## config.mk

```make
export PLATFORM = sky130hd
export DESIGN_NAME = rld_seq
export DESIGN_NICKNAME = d
export VERILOG_FILES = /design/src/rtl/rld_pkg.sv /design/src/rtl/rld_seq.sv
export SDC_FILE = /design/constraint.sdc
export NUM_CORES = 1
export LEC_CHECK = 0
export ABC_AREA = 0
export BUFFER_PORTS_ARGS = -buffer_cell sky130_fd_sc_hd__buf_2
export CORE_AREA = 2 2 39 41
export CTS_CLUSTER_SIZE = 20
export DETAILED_ROUTE_END_ITERATION = 10
export DIE_AREA = 0 0 41 43
export PLACE_DENSITY = 0.72
export SLEW_MARGIN = 20
export SYNTH_ARGS = -nofsm -noshare
export SYNTH_HDL_FRONTEND = slang
export SYNTH_SLANG_ARGS = --single-unit
```

## constraint.sdc

```tcl
create_clock -name clk_i -period 2.04 [get_ports clk_i]
set_clock_uncertainty 0.05 [all_clocks]
set_input_delay 0.408 -clock clk_i [delete_from_list [all_inputs] [get_ports clk_i]]
set_output_delay 0.408 -clock clk_i [all_outputs]
set_load 0.1 [all_outputs]
```

## src/rtl/rld_pkg.sv

```systemverilog
// record length detector: shared constants, control word types and microcode program
// no dependencies
`default_nettype none

package rld_pkg;

  localparam int unsigned HISTORY_DEPTH_DEF = 2048;
  localparam int unsigned POS_BITS_DEF      = 32;

  localparam int unsigned MAX_RECORD = 256;
  localparam int unsigned BYTE_W     = 8;
  localparam int unsigned LEN_W      = 9;
  localparam int unsigned KW         = 11;
  localparam int unsigned NUM_VALUES = 256;
  localparam int unsigned ARCH_N     = 3;
  localparam int unsigned DIV_BITS   = 3;

  localparam logic [LEN_W-1:0] LONG_LEN  = LEN_W'(32);
  localparam logic [LEN_W-1:0] SHORT_LEN = LEN_W'(12);

  localparam int unsigned STEP_W = 4;

  localparam logic [STEP_W-1:0] ST_IDLE   = STEP_W'(0);
  localparam logic [STEP_W-1:0] ST_GAPS   = STEP_W'(1);
  localparam logic [STEP_W-1:0] ST_DIV0   = STEP_W'(2);
  localparam logic [STEP_W-1:0] ST_DIV1   = STEP_W'(3);
  localparam logic [STEP_W-1:0] ST_DIV2   = STEP_W'(4);
  localparam logic [STEP_W-1:0] ST_DECIDE = STEP_W'(5);
  localparam logic [STEP_W-1:0] ST_RDMISS = STEP_W'(6);
  localparam logic [STEP_W-1:0] ST_MISS   = STEP_W'(7);
  localparam logic [STEP_W-1:0] ST_ROW2   = STEP_W'(8);
  localparam logic [STEP_W-1:0] ST_ROW3   = STEP_W'(9);
  localparam logic [STEP_W-1:0] ST_EMIT   = STEP_W'(10);

  typedef enum logic [2:0] {
    OP_NONE,
    OP_ACCEPT,
    OP_GAPS,
    OP_DIV,
    OP_DECIDE,
    OP_MISS,
    OP_EMIT
  } op_e;

  typedef enum logic [2:0] {
    RD_NONE,
    RD_5R,
    RD_6R,
    RD_L1,
    RD_L,
    RD_2L,
    RD_3L
  } rd_e;

  typedef enum logic [2:0] {
    CAP_NONE,
    CAP_M5,
    CAP_M6,
    CAP_ROW1,
    CAP_ROW2
  } cap_e;

  typedef enum logic [1:0] {
    JMP_ALWAYS,
    JMP_IF_IN,
    JMP_IF_OUT
  } jmp_e;

  typedef struct packed {
    op_e               op;
    rd_e               rd;
    cap_e              cap;
    jmp_e              jmp;
    logic [STEP_W-1:0] target;
  } ucode_t;

  function automatic ucode_t ucode_rom(input logic [STEP_W-1:0] step);
    ucode_t w;
    w = '{op: OP_NONE, rd: RD_NONE, cap: CAP_NONE, jmp: JMP_ALWAYS, target: ST_IDLE};
    unique case (step)
      ST_IDLE:   w = '{op: OP_ACCEPT, rd: RD_NONE, cap: CAP_NONE, jmp: JMP_IF_IN,
                       target: ST_GAPS};
      ST_GAPS:   w = '{op: OP_GAPS, rd: RD_NONE, cap: CAP_NONE, jmp: JMP_ALWAYS,
                       target: ST_DIV0};
      ST_DIV0:   w = '{op: OP_DIV, rd: RD_5R, cap: CAP_NONE, jmp: JMP_ALWAYS,
                       target: ST_DIV1};
      ST_DIV1:   w = '{op: OP_DIV, rd: RD_6R, cap: CAP_M5, jmp: JMP_ALWAYS,
                       target: ST_DIV2};
      ST_DIV2:   w = '{op: OP_DIV, rd: RD_NONE, cap: CAP_M6, jmp: JMP_ALWAYS,
                       target: ST_DECIDE};
      ST_DECIDE: w = '{op: OP_DECIDE, rd: RD_NONE, cap: CAP_NONE, jmp: JMP_ALWAYS,
                       target: ST_RDMISS};
      ST_RDMISS: w = '{op: OP_NONE, rd: RD_L1, cap: CAP_NONE, jmp: JMP_ALWAYS,
                       target: ST_MISS};
      ST_MISS:   w = '{op: OP_MISS, rd: RD_L, cap: CAP_NONE, jmp: JMP_ALWAYS,
                       target: ST_ROW2};
      ST_ROW2:   w = '{op: OP_NONE, rd: RD_2L, cap: CAP_ROW1, jmp: JMP_ALWAYS,
                       target: ST_ROW3};
      ST_ROW3:   w = '{op: OP_NONE, rd: RD_3L, cap: CAP_ROW2, jmp: JMP_ALWAYS,
                       target: ST_EMIT};
      ST_EMIT:   w = '{op: OP_EMIT, rd: RD_NONE, cap: CAP_NONE, jmp: JMP_IF_OUT,
                       target: ST_IDLE};
      default:   w = '{op: OP_NONE, rd: RD_NONE, cap: CAP_NONE, jmp: JMP_ALWAYS,
                       target: ST_IDLE};
    endcase
    return w;
  endfunction

endpackage

`default_nettype wire

```

## src/rtl/rld_seq.sv

```systemverilog
// record length detector: microcode sequencer, step counter and program rom
// depends on rld_pkg
`default_nettype none

module rld_seq (
  input  logic            clk_i,
  input  logic            rst_ni,
  input  logic            in_fire_i,
  input  logic            out_free_i,
  output rld_pkg::ucode_t uc_o
);
  import rld_pkg::*;

  logic [STEP_W-1:0] step_q, step_d;
  logic              taken;

  assign uc_o = ucode_rom(step_q);

  always_comb begin
    unique case (uc_o.jmp)
      JMP_ALWAYS: taken = 1'b1;
      JMP_IF_IN:  taken = in_fire_i;
      JMP_IF_OUT: taken = out_free_i;
      default:    taken = 1'b0;
    endcase
    step_d = taken ? uc_o.target : step_q;
  end

  always_ff @(posedge clk_i or negedge rst_ni) begin
    if (!rst_ni) begin
      step_q <= ST_IDLE;
    end else begin
      step_q <= step_d;
    end
  end

endmodule

`default_nettype wire

```

# Word level (Yosys, flattened, before mapping)
# Memory sizes are Yosys's and may differ from the RTL's.
# Index checks and enable logic that the tools add are counted.
[totals]
regBits = 4
rom_bits = 240
input_bits = 4
output_inout_bits = 15
elab_cells = 6
n_memories = 1
[mem_list]
columns = ["memory", "words", "word_bits", "rd", "rd_ports_with_merged_regs", "write_ports", "line_no", "rtl"]
rows = [
  ["(no name shown)", 16, 15, 1, 0, 0, "rld_pkg.sv:80", "unique case (step)"],
]
[classes]
n_eq_ne = 2
n_mux = 1
reduce_logical = 1
[op_table]
columns = ["operator", "count"]
rows = [
  ["$pmux W1 S3", 1],
  ["$eq A2 B1 Y1 const B", 1],
  ["$eq A2 B2 Y1 const B", 1],
  ["$logic_not A2 Y1", 1],
]

# Depth between registers and ports, before layout
# Gate-level depths: netlist (run 1).
# An unclocked memory read counts as a cell.
[logic_depth]
word_depth = 3
ltp_mapped = 5
depth_no_buf = 5

# Worst setup path before layout (run 1)
# No wires, ideal clock.
[synth_path]
path_type = "flip-flop to output port"
start = "reg step_q[0]"
end = "out uc_o[12] (netlist name)"
t_arrival_ns = 3.155
path_slack_ns = -1.573
stages_incl_launch_ff = 4
cell_sequence = "dfrtp_1 inv_1 ha_1 a211oi_1"
[synth_rtl]
columns = ["item", "line_no", "rtl"]
rows = [
  ["start, declared", "rld_seq.sv:14", "logic [STEP_W-1:0] step_q, step_d;"],
  ["start signal, assigned", "rld_seq.sv:33", "step_q <= step_d;"],
  ["end, declared", "rld_seq.sv:10", "output rld_pkg::ucode_t uc_o"],
]

==> results of run 1 <==
## layout make-up
cell class	instances	area, µm²
Tap cell	16	20.0
Fill cell	90	397
Clock buffer	3	22.5
Multi-Input combinational cell	47	439
Timing Repair Buffer	26	382
Inverter	6	22.5
Sequential cell	4	101
## stage by stage
| stage | setup WS, ns | cell area, µm² |
|---|---|---|
| finish | 0.0424 | 987 |
| global placement | 0.172 | 883 |
| floorplan | -0.256 | 547 |
| CTS | 0.00346 | 951 |
| global route | -0.0284 | 987 |
| detailed placement | 0.126 | 883 |
## cell usage after synthesis, types with 2 or more instances
master	count
a21oi_1	3
nor2b_1	4
dfrtp_1	4
ha_1	7
nand2_1	6
buf_2	2
inv_1	6
nor2_1	2
nand2b_1	3
o21ai_1	5
## path summary, 6_finish.rpt
kind	from	to	cells after the start	slack, ns
hold reg to reg	step_q[2]	step_q[0]	3	0.58
hold / removal	rst_ni	step_q[0]	2	0.48
min in group clk_i	in_fire_i	step_q[0]	3	0.48
setup / recovery	step_q[0]	uc_o[12]	5	0.04
setup reg to reg	step_q[0]	step_q[2]	5	0.42
max in group asynchronous	rst_ni	step_q[1]	2	1.33
## cells by family after synthesis
group / Yosys count / synth area share, %
AO/OA/AOI/OAI: 16 / 20.4
adder cells (fa/ha/maj): 7 / 17.8
buffers and inverters: 10 / 10.4
flip-flops: 4 / 20.4
multiplexers: 1 / 2.04
AND/OR/NAND/NOR: 23 / 29.0
## per-layer routing
metal / vias up / track usage, % / share of wire (%)
met5: - / 0 / 0
met4: 0 / 7.33 / 1.2
met3: 2 / 3.14 / 5.0
met2: 25 / 28.4 / 51
met1: 248 / 22.9 / 43
li1: 260 / - / -
## worst max-delay path, stage by stage, from the launching register on
cell and delay (ns):
dfrtp_1 0.40, buf_6 0.15, ha_1 0.19, nor2b_1 0.15, a211oi_4 0.21, buf_12 0.21
## timing repair
item | in CTS | in global routing
endpoints found under the setup margin | 8 | 7
resized for setup | 7 | 6
hold buffers | 1 | 0
pin swaps | 1 | 2
endpoints found under the hold margin | 4 | 0
setup buffers | 2 | 1
==> impl_metrics.py, run 1 <==
metrics = {
    "status": {
        "outcome": "finished clean",
    },
    "logic_synthesis": {
        "yosys_warnings": 0,
        "synthesis.area_um2": 492,
        "synth_cells": 61,
        "async_flop_share_pct": 100,
        "ys_ff_latch": 4,
        "synth-edff-count": 0,
        "synth_area_leaders": "dfrtp_1 (20%), ha_1 (18%), nor2b_1 (5.1%)",
        "synth_fp_nets": 72,
        "synth.avg_cell_area_um2": 8.06,
        "synthDistinctLibCells": 29,
        "synth.top_cell.area_share_pct": 20.4,
        "synthFlopType": "dfrtp_1",
        "synth-seq-area-share_pct": 20.4,
        "synth_largest_area_cell": "dfrtp_1",
    },
    "detailed_routing": {
        "wl_per_cell_um": 13.7,
        "postRouteAntennaNets": 0,
        "drt_pass1_iterations": 4,
        "drtIter0Drc": 11,
        "drc": 0,
        "num_vias": 535,
        "avgViaCountPerCell": 5.25,
        "routed_wl_um": 1400,
    },
    "timing": {
        "post-route-min-period_ns": 2.00,
        "drv_slew": 0,
        "rsz0062_at_grt": "true",
        "setup_viol": 0,
        "setup_tns_ns": 0,
        "tightest_slew_ns": 0.368,
        "relSlewSlack_pct": 75.4,
        "fmax_mhz": 501,
        "fin_crit_sh_pct": 97.9,
        "holdWs_ns": 0.480,
        "hold_viol_final": 0,
    },
    "cells_and_area": {
        "drive_gt1_share_pct": 61.6,
        "largest_register_ffs": 4,
        "mostFrequentLayoutCells": "buf_12 (15), buf_4 (6), nand2_1 (5)",
        "final_util_pct": 71.3,
        "largest_register": "step_q",
        "largestRegisters": "step_q: 4 flops",
        "finalNetCount": 99,
        "num_antenna_cells": 0,
        "area_growth_pct": 101,
        "mostFrequentLayoutCell": "buf_12",
        "fin_cells": 102,
    },
    "floorplan": {
        "std_cell_rows": 14,
        "io_pins": 19,
        "die_x_um": 41,
        "initial_core_util_pct": 35.5,
        "fp.dieH_um": 43,
        "dieArea_um2": 1760,
        "coreArea_um2": 1380,
    },
    "clocking": {
        "clkTransAtPathRegs_ns": 0.04,
        "cts_tree": "built",
        "htreeDepth": 1,
        "clock_sinks": 4,
        "cts_made_buffers": 3,
        "cts-root-buf": "clkbuf_4",
        "clock_latency_ns": 0.23,
        "cts_buffer_depth": 2,
    },
    "worst_setup_path": {
        "critPathLaunchType": "flip-flop",
        "endpoint_kind": "output port",
        "cp_max_fo": 5,
        "crit_type": "reg2out",
        "crit_arrival_ns": 1.54,
        "required_ns": 1.58,
    },
    "hold_path": {
        "worstHoldPathType": "in2async",
    },
    "place": {
        "placed_cells": 95,
        "dp_hpwl_um": 1010,
        "place.gp.congestion": 0.966,
        "port-buffer-count": 18,
    },
    "grt": {
        "grt_pass1_wl_um": 2150,
        "overflow": 0,
        "grt_max_degree": 12,
        "grt_pass1_vias": 531,
        "antenna_found_initial": 0,
        "grt_use_total_pct": 18.0,
    },
    "run": {
        "cap_viol_max_count": 0,
    },
}
Power of run 1 is left out: the tool's default activity adds up to more than one toggle a clock period on the data nets, which glitch-free logic cannot reach.
==> run 2: changes to the inputs <==
--- a/config.mk
+++ b/config.mk
@@ -5,13 +5,13 @@
 export SDC_FILE = /design/constraint.sdc
 export NUM_CORES = 1
 export LEC_CHECK = 0
-export ABC_AREA = 0
 export BUFFER_PORTS_ARGS = -buffer_cell sky130_fd_sc_hd__buf_2
 export CORE_AREA = 2 2 39 41
 export CTS_CLUSTER_SIZE = 20
 export DETAILED_ROUTE_END_ITERATION = 10
 export DIE_AREA = 0 0 41 43
 export PLACE_DENSITY = 0.72
+export REMOVE_ABC_BUFFERS = 1
 export SLEW_MARGIN = 20
 export SYNTH_ARGS = -nofsm -noshare
 export SYNTH_HDL_FRONTEND = slang
==> impl_metrics.py, run 2 (synthesis results as in run 1) <==
metrics = {
    "clocking": {
        "clock_sinks": 4,
        "clock_latency_ns": 0.26,
        "cts_tree": "built",
        "htreeDepth": 1,
        "cts_made_buffers": 3,
        "cts-root-buf": "clkbuf_4",
        "clkTransAtPathRegs_ns": 0.04,
        "cts_buffer_depth": 2,
    },
    "worst_setup_path": {
        "cp_slowest_cell": "dfrtp_2",
        "endpoint_kind": "output port",
        "crit_buf_inv": 2,
        "worstReg2RegEnd": "step_q[2]",
        "crit_family": "flip-flops",
        "crit_type": "reg2out",
        "required_ns": 1.58,
        "crit_arrival_ns": 1.57,
        "max_stage_delay_ns": 0.43,
        "critPathLaunchType": "flip-flop",
        "reg2reg_depth": 5,
        "reg2reg_setup_slack_ns": 0.43,
        "worstPathCellList": "inv_2, ha_1, and2_4, a31o_1, buf_12",
        "cp_max_fo": 5,
        "reg2reg_from": "step_q[0]",
    },
    "grt": {
        "overflow": 0,
        "top_usage_layer": "met2",
        "met2_usage_pct": 30.0,
        "grt_use_total_pct": 18.6,
        "grt_max_degree": 12,
        "antenna_found_initial": 0,
        "grt_pass1_wl_um": 2180,
        "grtUsageMet3_pct": 3.14,
        "use_met1_pct": 21.8,
        "grt_pass1_vias": 518,
    },
    "cells_and_area": {
        "finalNetCount": 103,
        "largest_register": "step_q",
        "fill_cells": 101,
        "num_antenna_cells": 0,
        "final_util_pct": 70.2,
        "drive_gt1_share_pct": 55.6,
        "mostFrequentLayoutCells": "buf_12 (15), buf_4 (10), nand2_1 (5), ha_1 (5)",
        "largest_register_ffs": 4,
        "mostFrequentLayoutCell": "buf_12",
        "largestRegisters": "step_q: 4 flops",
        "area_growth_pct": 97.5,
    },
    "floorplan": {
        "coreArea_um2": 1380,
        "fp.dieH_um": 43,
        "io_pins": 19,
        "dieArea_um2": 1760,
        "std_cell_rows": 14,
        "die_x_um": 41,
        "initial_core_util_pct": 35.5,
    },
    "status": {
        "outcome": "finished clean",
    },
    "hold_path": {
        "min_from": "in_fire_i",
        "whs_path_depth": 3,
        "worstHoldPathType": "in2reg",
        "hold_path_end": "step_q[0]",
    },
    "place": {
        "dp_hpwl_um": 917,
        "place_ws_ns": 0.108,
        "place.gp.congestion": 0.866,
        "port-buffer-count": 18,
    },
    "detailed_routing": {
        "drtIter0Drc": 11,
        "drc": 0,
        "drt_pass1_iterations": 4,
        "num_vias": 549,
        "routed_wl_um": 1440,
        "wl_per_cell_um": 13.5,
        "avgViaCountPerCell": 5.18,
        "postRouteAntennaNets": 0,
    },
    "timing": {
        "fmax_mhz": 494,
        "tightest_slew_ns": 0.340,
        "fin_crit_sh_pct": 99.3,
        "rsz0062_at_grt": "true",
        "setup_slack_ns": 0.0141,
        "hold_viol_final": 0,
        "relSlewSlack_pct": 77.3,
        "setup_viol": 0,
        "post-route-min-period_ns": 2.03,
        "drv_slew": 0,
    },
    "run": {
        "cap_viol_max_count": 0,
    },
}
run 2: cell types whose count changed in the layout (fill, tap and decap cells not counted), sizes merged:
cell | previous run | this run
buf | 25 | 29
run 2: stage by stage:
| step | setup TNS, ns | hold slack, ns | cell area, µm² | std cells |
|---|---|---|---|---|
| after floorplan | -9.66 | 0.0624 | 463 | 57 |
| after global placement | 0 | 0.166 | 828 | 95 |
| after detailed placement | 0 | 0.165 | 828 | 95 |
| after CTS | 0 | 0.439 | 931 | 103 |
| after global routing | -0.0542 | 0.451 | 971 | 106 |
| final | 0 | 0.424 | 971 | 106 |
run 2: layer usage:
metal / vias to the layer above / part of all wire (%)
met5: - / 0
met4: 0 / 3.3
met3: 5 / 4.2
met2: 22 / 53
met1: 257 / 40
li1: 265 / -
run 2: repair_timing:
item / 4_1_cts / 5_1_grt
hold buffers: 1 / 0
hold endpoints to repair: 4 / 0
resized for setup: 14 / 4
pin swaps: 1 / 1
setup endpoints to repair: 9 / 5
setup buffers: 4 / 3
run 2: worst max path at each step:
stage / cells past startpoint / end / startpoint / slack (ns)
floorplan: 3 / uc_o[12] / step_q[0] / -1.57
global placement: 5 / uc_o[12] / step_q[0] / 0.13
detailed placement: 5 / uc_o[13] / step_q[1] / 0.11
CTS: 5 / uc_o[2] / step_q[0] / 0.01
finish: 5 / uc_o[13] / step_q[0] / 0.01
global route: 5 / uc_o[10] / step_q[0] / -0.02
run 2: cell type report:
type                    instances  area (µm²)  share of cell area [%]
clock buffers                   3        22.5                    2.32
inverters                       6        22.5                    2.32
multi-input cells              47         389                    40.1
flip-flops and latches          4         105                    10.8
well taps                      16        20.0                    2.06
repair buffers                 30         412                    42.4
run 2: worst register-to-register path, stage by stage (launching register included):
cell and delay (ns):
dfrtp_2 0.43, inv_2 0.13, ha_1 0.22, nor2b_1 0.34
a21oi_1 0.15, and2_1 0.17
Power of run 2 is left out for the same reason.
==> run 3: changes to the inputs <==
--- a/config.mk
+++ b/config.mk
@@ -5,12 +5,13 @@
 export SDC_FILE = /design/constraint.sdc
 export NUM_CORES = 1
 export LEC_CHECK = 0
+export ABC_AREA = 1
 export BUFFER_PORTS_ARGS = -buffer_cell sky130_fd_sc_hd__buf_2
-export CORE_AREA = 2 2 39 41
+export CORE_AREA = 5 5 42 44
 export CTS_CLUSTER_SIZE = 20
 export DETAILED_ROUTE_END_ITERATION = 10
-export DIE_AREA = 0 0 41 43
-export PLACE_DENSITY = 0.72
+export DIE_AREA = 0 0 47 49
+export PLACE_DENSITY = 0.71
 export REMOVE_ABC_BUFFERS = 1
 export SLEW_MARGIN = 20
 export SYNTH_ARGS = -nofsm -noshare
==> impl_metrics.py, run 3 <==
metrics = {
    "logic_synthesis": {
        "synth_common_cells": "nand2_1 (16), inv_1 (8), ha_1 (7), nand3_1 (7), dfrtp_1 (4)",
        "synthFlopType": "dfrtp_1",
        "synth_cells": 62,
        "yosys_warnings": 0,
        "async_flop_share_pct": 100,
        "synth-edff-count": 0,
        "synth.top_cell.area_share_pct": 20.9,
        "synth_most_common_cell": "nand2_1",
        "synth_largest_area_cell": "dfrtp_1",
        "synth.avg_cell_area_um2": 7.73,
        "synthDistinctLibCells": 20,
        "synthesis.area_um2": 479,
        "synth-seq-area-share_pct": 20.9,
        "ys_ff_latch": 4,
        "synth_area_leaders": "dfrtp_1 (21%), ha_1 (18%), nand2_1 (13%)",
    },
    "place": {
        "port-buffer-count": 18,
        "place.gp.congestion": 0.820,
        "dpl-instance-area_um2": 766,
        "dp_hpwl_um": 935,
        "placed_cells": 94,
    },
    "timing": {
        "post-route-min-period_ns": 1.95,
        "drv_slew": 0,
        "fin_crit_sh_pct": 95.7,
        "setup_viol": 0,
        "fmax_mhz": 512,
        "rsz0062_at_grt": "false",
        "relSlewSlack_pct": 80.0,
        "tightest_slew_ns": 0.302,
        "hold_viol_final": 0,
    },
    "cells_and_area": {
        "finalNetCount": 98,
        "largest_register_ffs": 4,
        "num_antenna_cells": 0,
        "mostFrequentLayoutCell": "nand2_1",
        "drive_gt1_share_pct": 56.5,
        "largestRegisters": "step_q: 4 flops",
        "post-route-cell-area_um2": 876,
        "largest_register": "step_q",
        "final_util_pct": 62.5,
        "mostFrequentLayoutCells": "nand2_1 (16), buf_12 (12), inv_1 (6), nand3_1 (6)",
        "fin_cells": 101,
        "area_growth_pct": 82.8,
    },
    "worst_setup_path": {
        "endpoint_kind": "output port",
        "critPathLaunchType": "flip-flop",
        "required_ns": 1.58,
        "reg2reg_setup_slack_ns": 0.71,
        "cp_max_fo": 6,
        "crit_type": "reg2out",
        "reg2reg_depth": 6,
        "crit_arrival_ns": 1.49,
    },
    "clocking": {
        "htreeDepth": 1,
        "cts_tree": "built",
        "clkTransAtPathRegs_ns": 0.04,
        "clock_latency_ns": 0.23,
        "cts_buffer_depth": 2,
        "cts-root-buf": "clkbuf_4",
        "cts_made_buffers": 3,
        "clock_sinks": 4,
    },
    "grt": {
        "grt_pass1_wl_um": 2110,
        "antenna_found_initial": 0,
        "overflow": 0,
        "grt_max_degree": 9,
        "grt_use_total_pct": 12.3,
        "grt_pass1_vias": 481,
    },
    "floorplan": {
        "initial_core_util_pct": 34.2,
        "coreArea_um2": 1400,
        "fp.dieH_um": 49,
        "std_cell_rows": 14,
        "io_pins": 19,
        "die_x_um": 47,
        "dieArea_um2": 2300,
    },
    "detailed_routing": {
        "num_vias": 481,
        "routed_wl_um": 1230,
        "drc": 0,
        "drtIter0Drc": 14,
        "postRouteAntennaNets": 0,
        "wl_per_cell_um": 12.2,
        "avgViaCountPerCell": 4.76,
        "drt_pass1_iterations": 4,
    },
    "status": {
        "outcome": "finished clean",
    },
    "hold_path": {
        "worstHoldPathType": "in2async",
    },
    "run": {
        "cap_viol_max_count": 0,
    },
}
[run 3: cell count changes after synthesis, sizes merged, moves of 4 or more]
cell    delta
inv        +5
nand2     +14
nand3      +9
nor2b      -4
nand2b     -4
o21ai      -4
[run 3: area by class of cell]
type                    instances  area [µm²]
fillers                       109         526
flip-flops and latches          4         104
multi-input cells              45         358
well taps                      16        20.0
inverters                      11        43.8
repair buffers                 22         328
clock buffers                   3        22.5
[run 3: per-stage QoR]
stage                TNS, ns  hold slack, ns  setup slack [ns]
detailed placement         0           0.170             0.163
floorplan              -3.70          0.0624            -0.722
finish                     0           0.468            0.0886
global placement           0           0.165             0.221
CTS                 -0.00849           0.454          -0.00849
global route               0           0.471           0.00207
[run 3: critical path: stages, from the launching register on]
cell       delay, ns
dfrtp_2         0.45
inv_4           0.12
ha_4            0.16
nand3_2         0.10
o211ai_1        0.17
clkbuf_16       0.26
[run 3: what timing repair did]
| item | CTS | global route |
|---|---|---|
| pin swaps | 1 | 1 |
| gates resized for setup | 3 | 13 |
| hold buffers | 1 | 0 |
| endpoints found under the setup margin | 8 | 12 |
| setup buffers | 0 | 3 |
| hold endpoints to repair | 4 | 0 |
[run 3: worst paths after layout]
| path | startpoint | endpoint |
|---|---|---|
| setup / recovery | step_q[0] | uc_o[13] |
| hold / removal | rst_ni | step_q[1] |
| setup reg to reg | step_q[1] | step_q[1] |
| hold reg to reg | step_q[0] | step_q[0] |
| max in group asynchronous | rst_ni | step_q[3] |
| min in group clk_i | out_free_i | step_q[3] |
[run 3: metal layers]
| metal | up-vias | share of wire (%) | GRT usage (%) |
|---|---|---|---|
| met4 | 0 | 6.3 | 7.37 |
| met2 | 18 | 51 | 18.8 |
| met1 | 212 | 38 | 15.2 |
| met3 | 8 | 4.0 | 2.21 |
| met5 | - | 0 | 0 |
| li1 | 243 | - | - |
[run 3: logic make-up after synthesis]
logic type | share of synthesized area, %
adders and majority gates | 18.3
buffers and inverters | 12.5
and+or+nand+nor | 41.0
AOI/OAI and AO/OA | 7.31
DFF | 20.9
Power of run 3 is left out for the same reason.
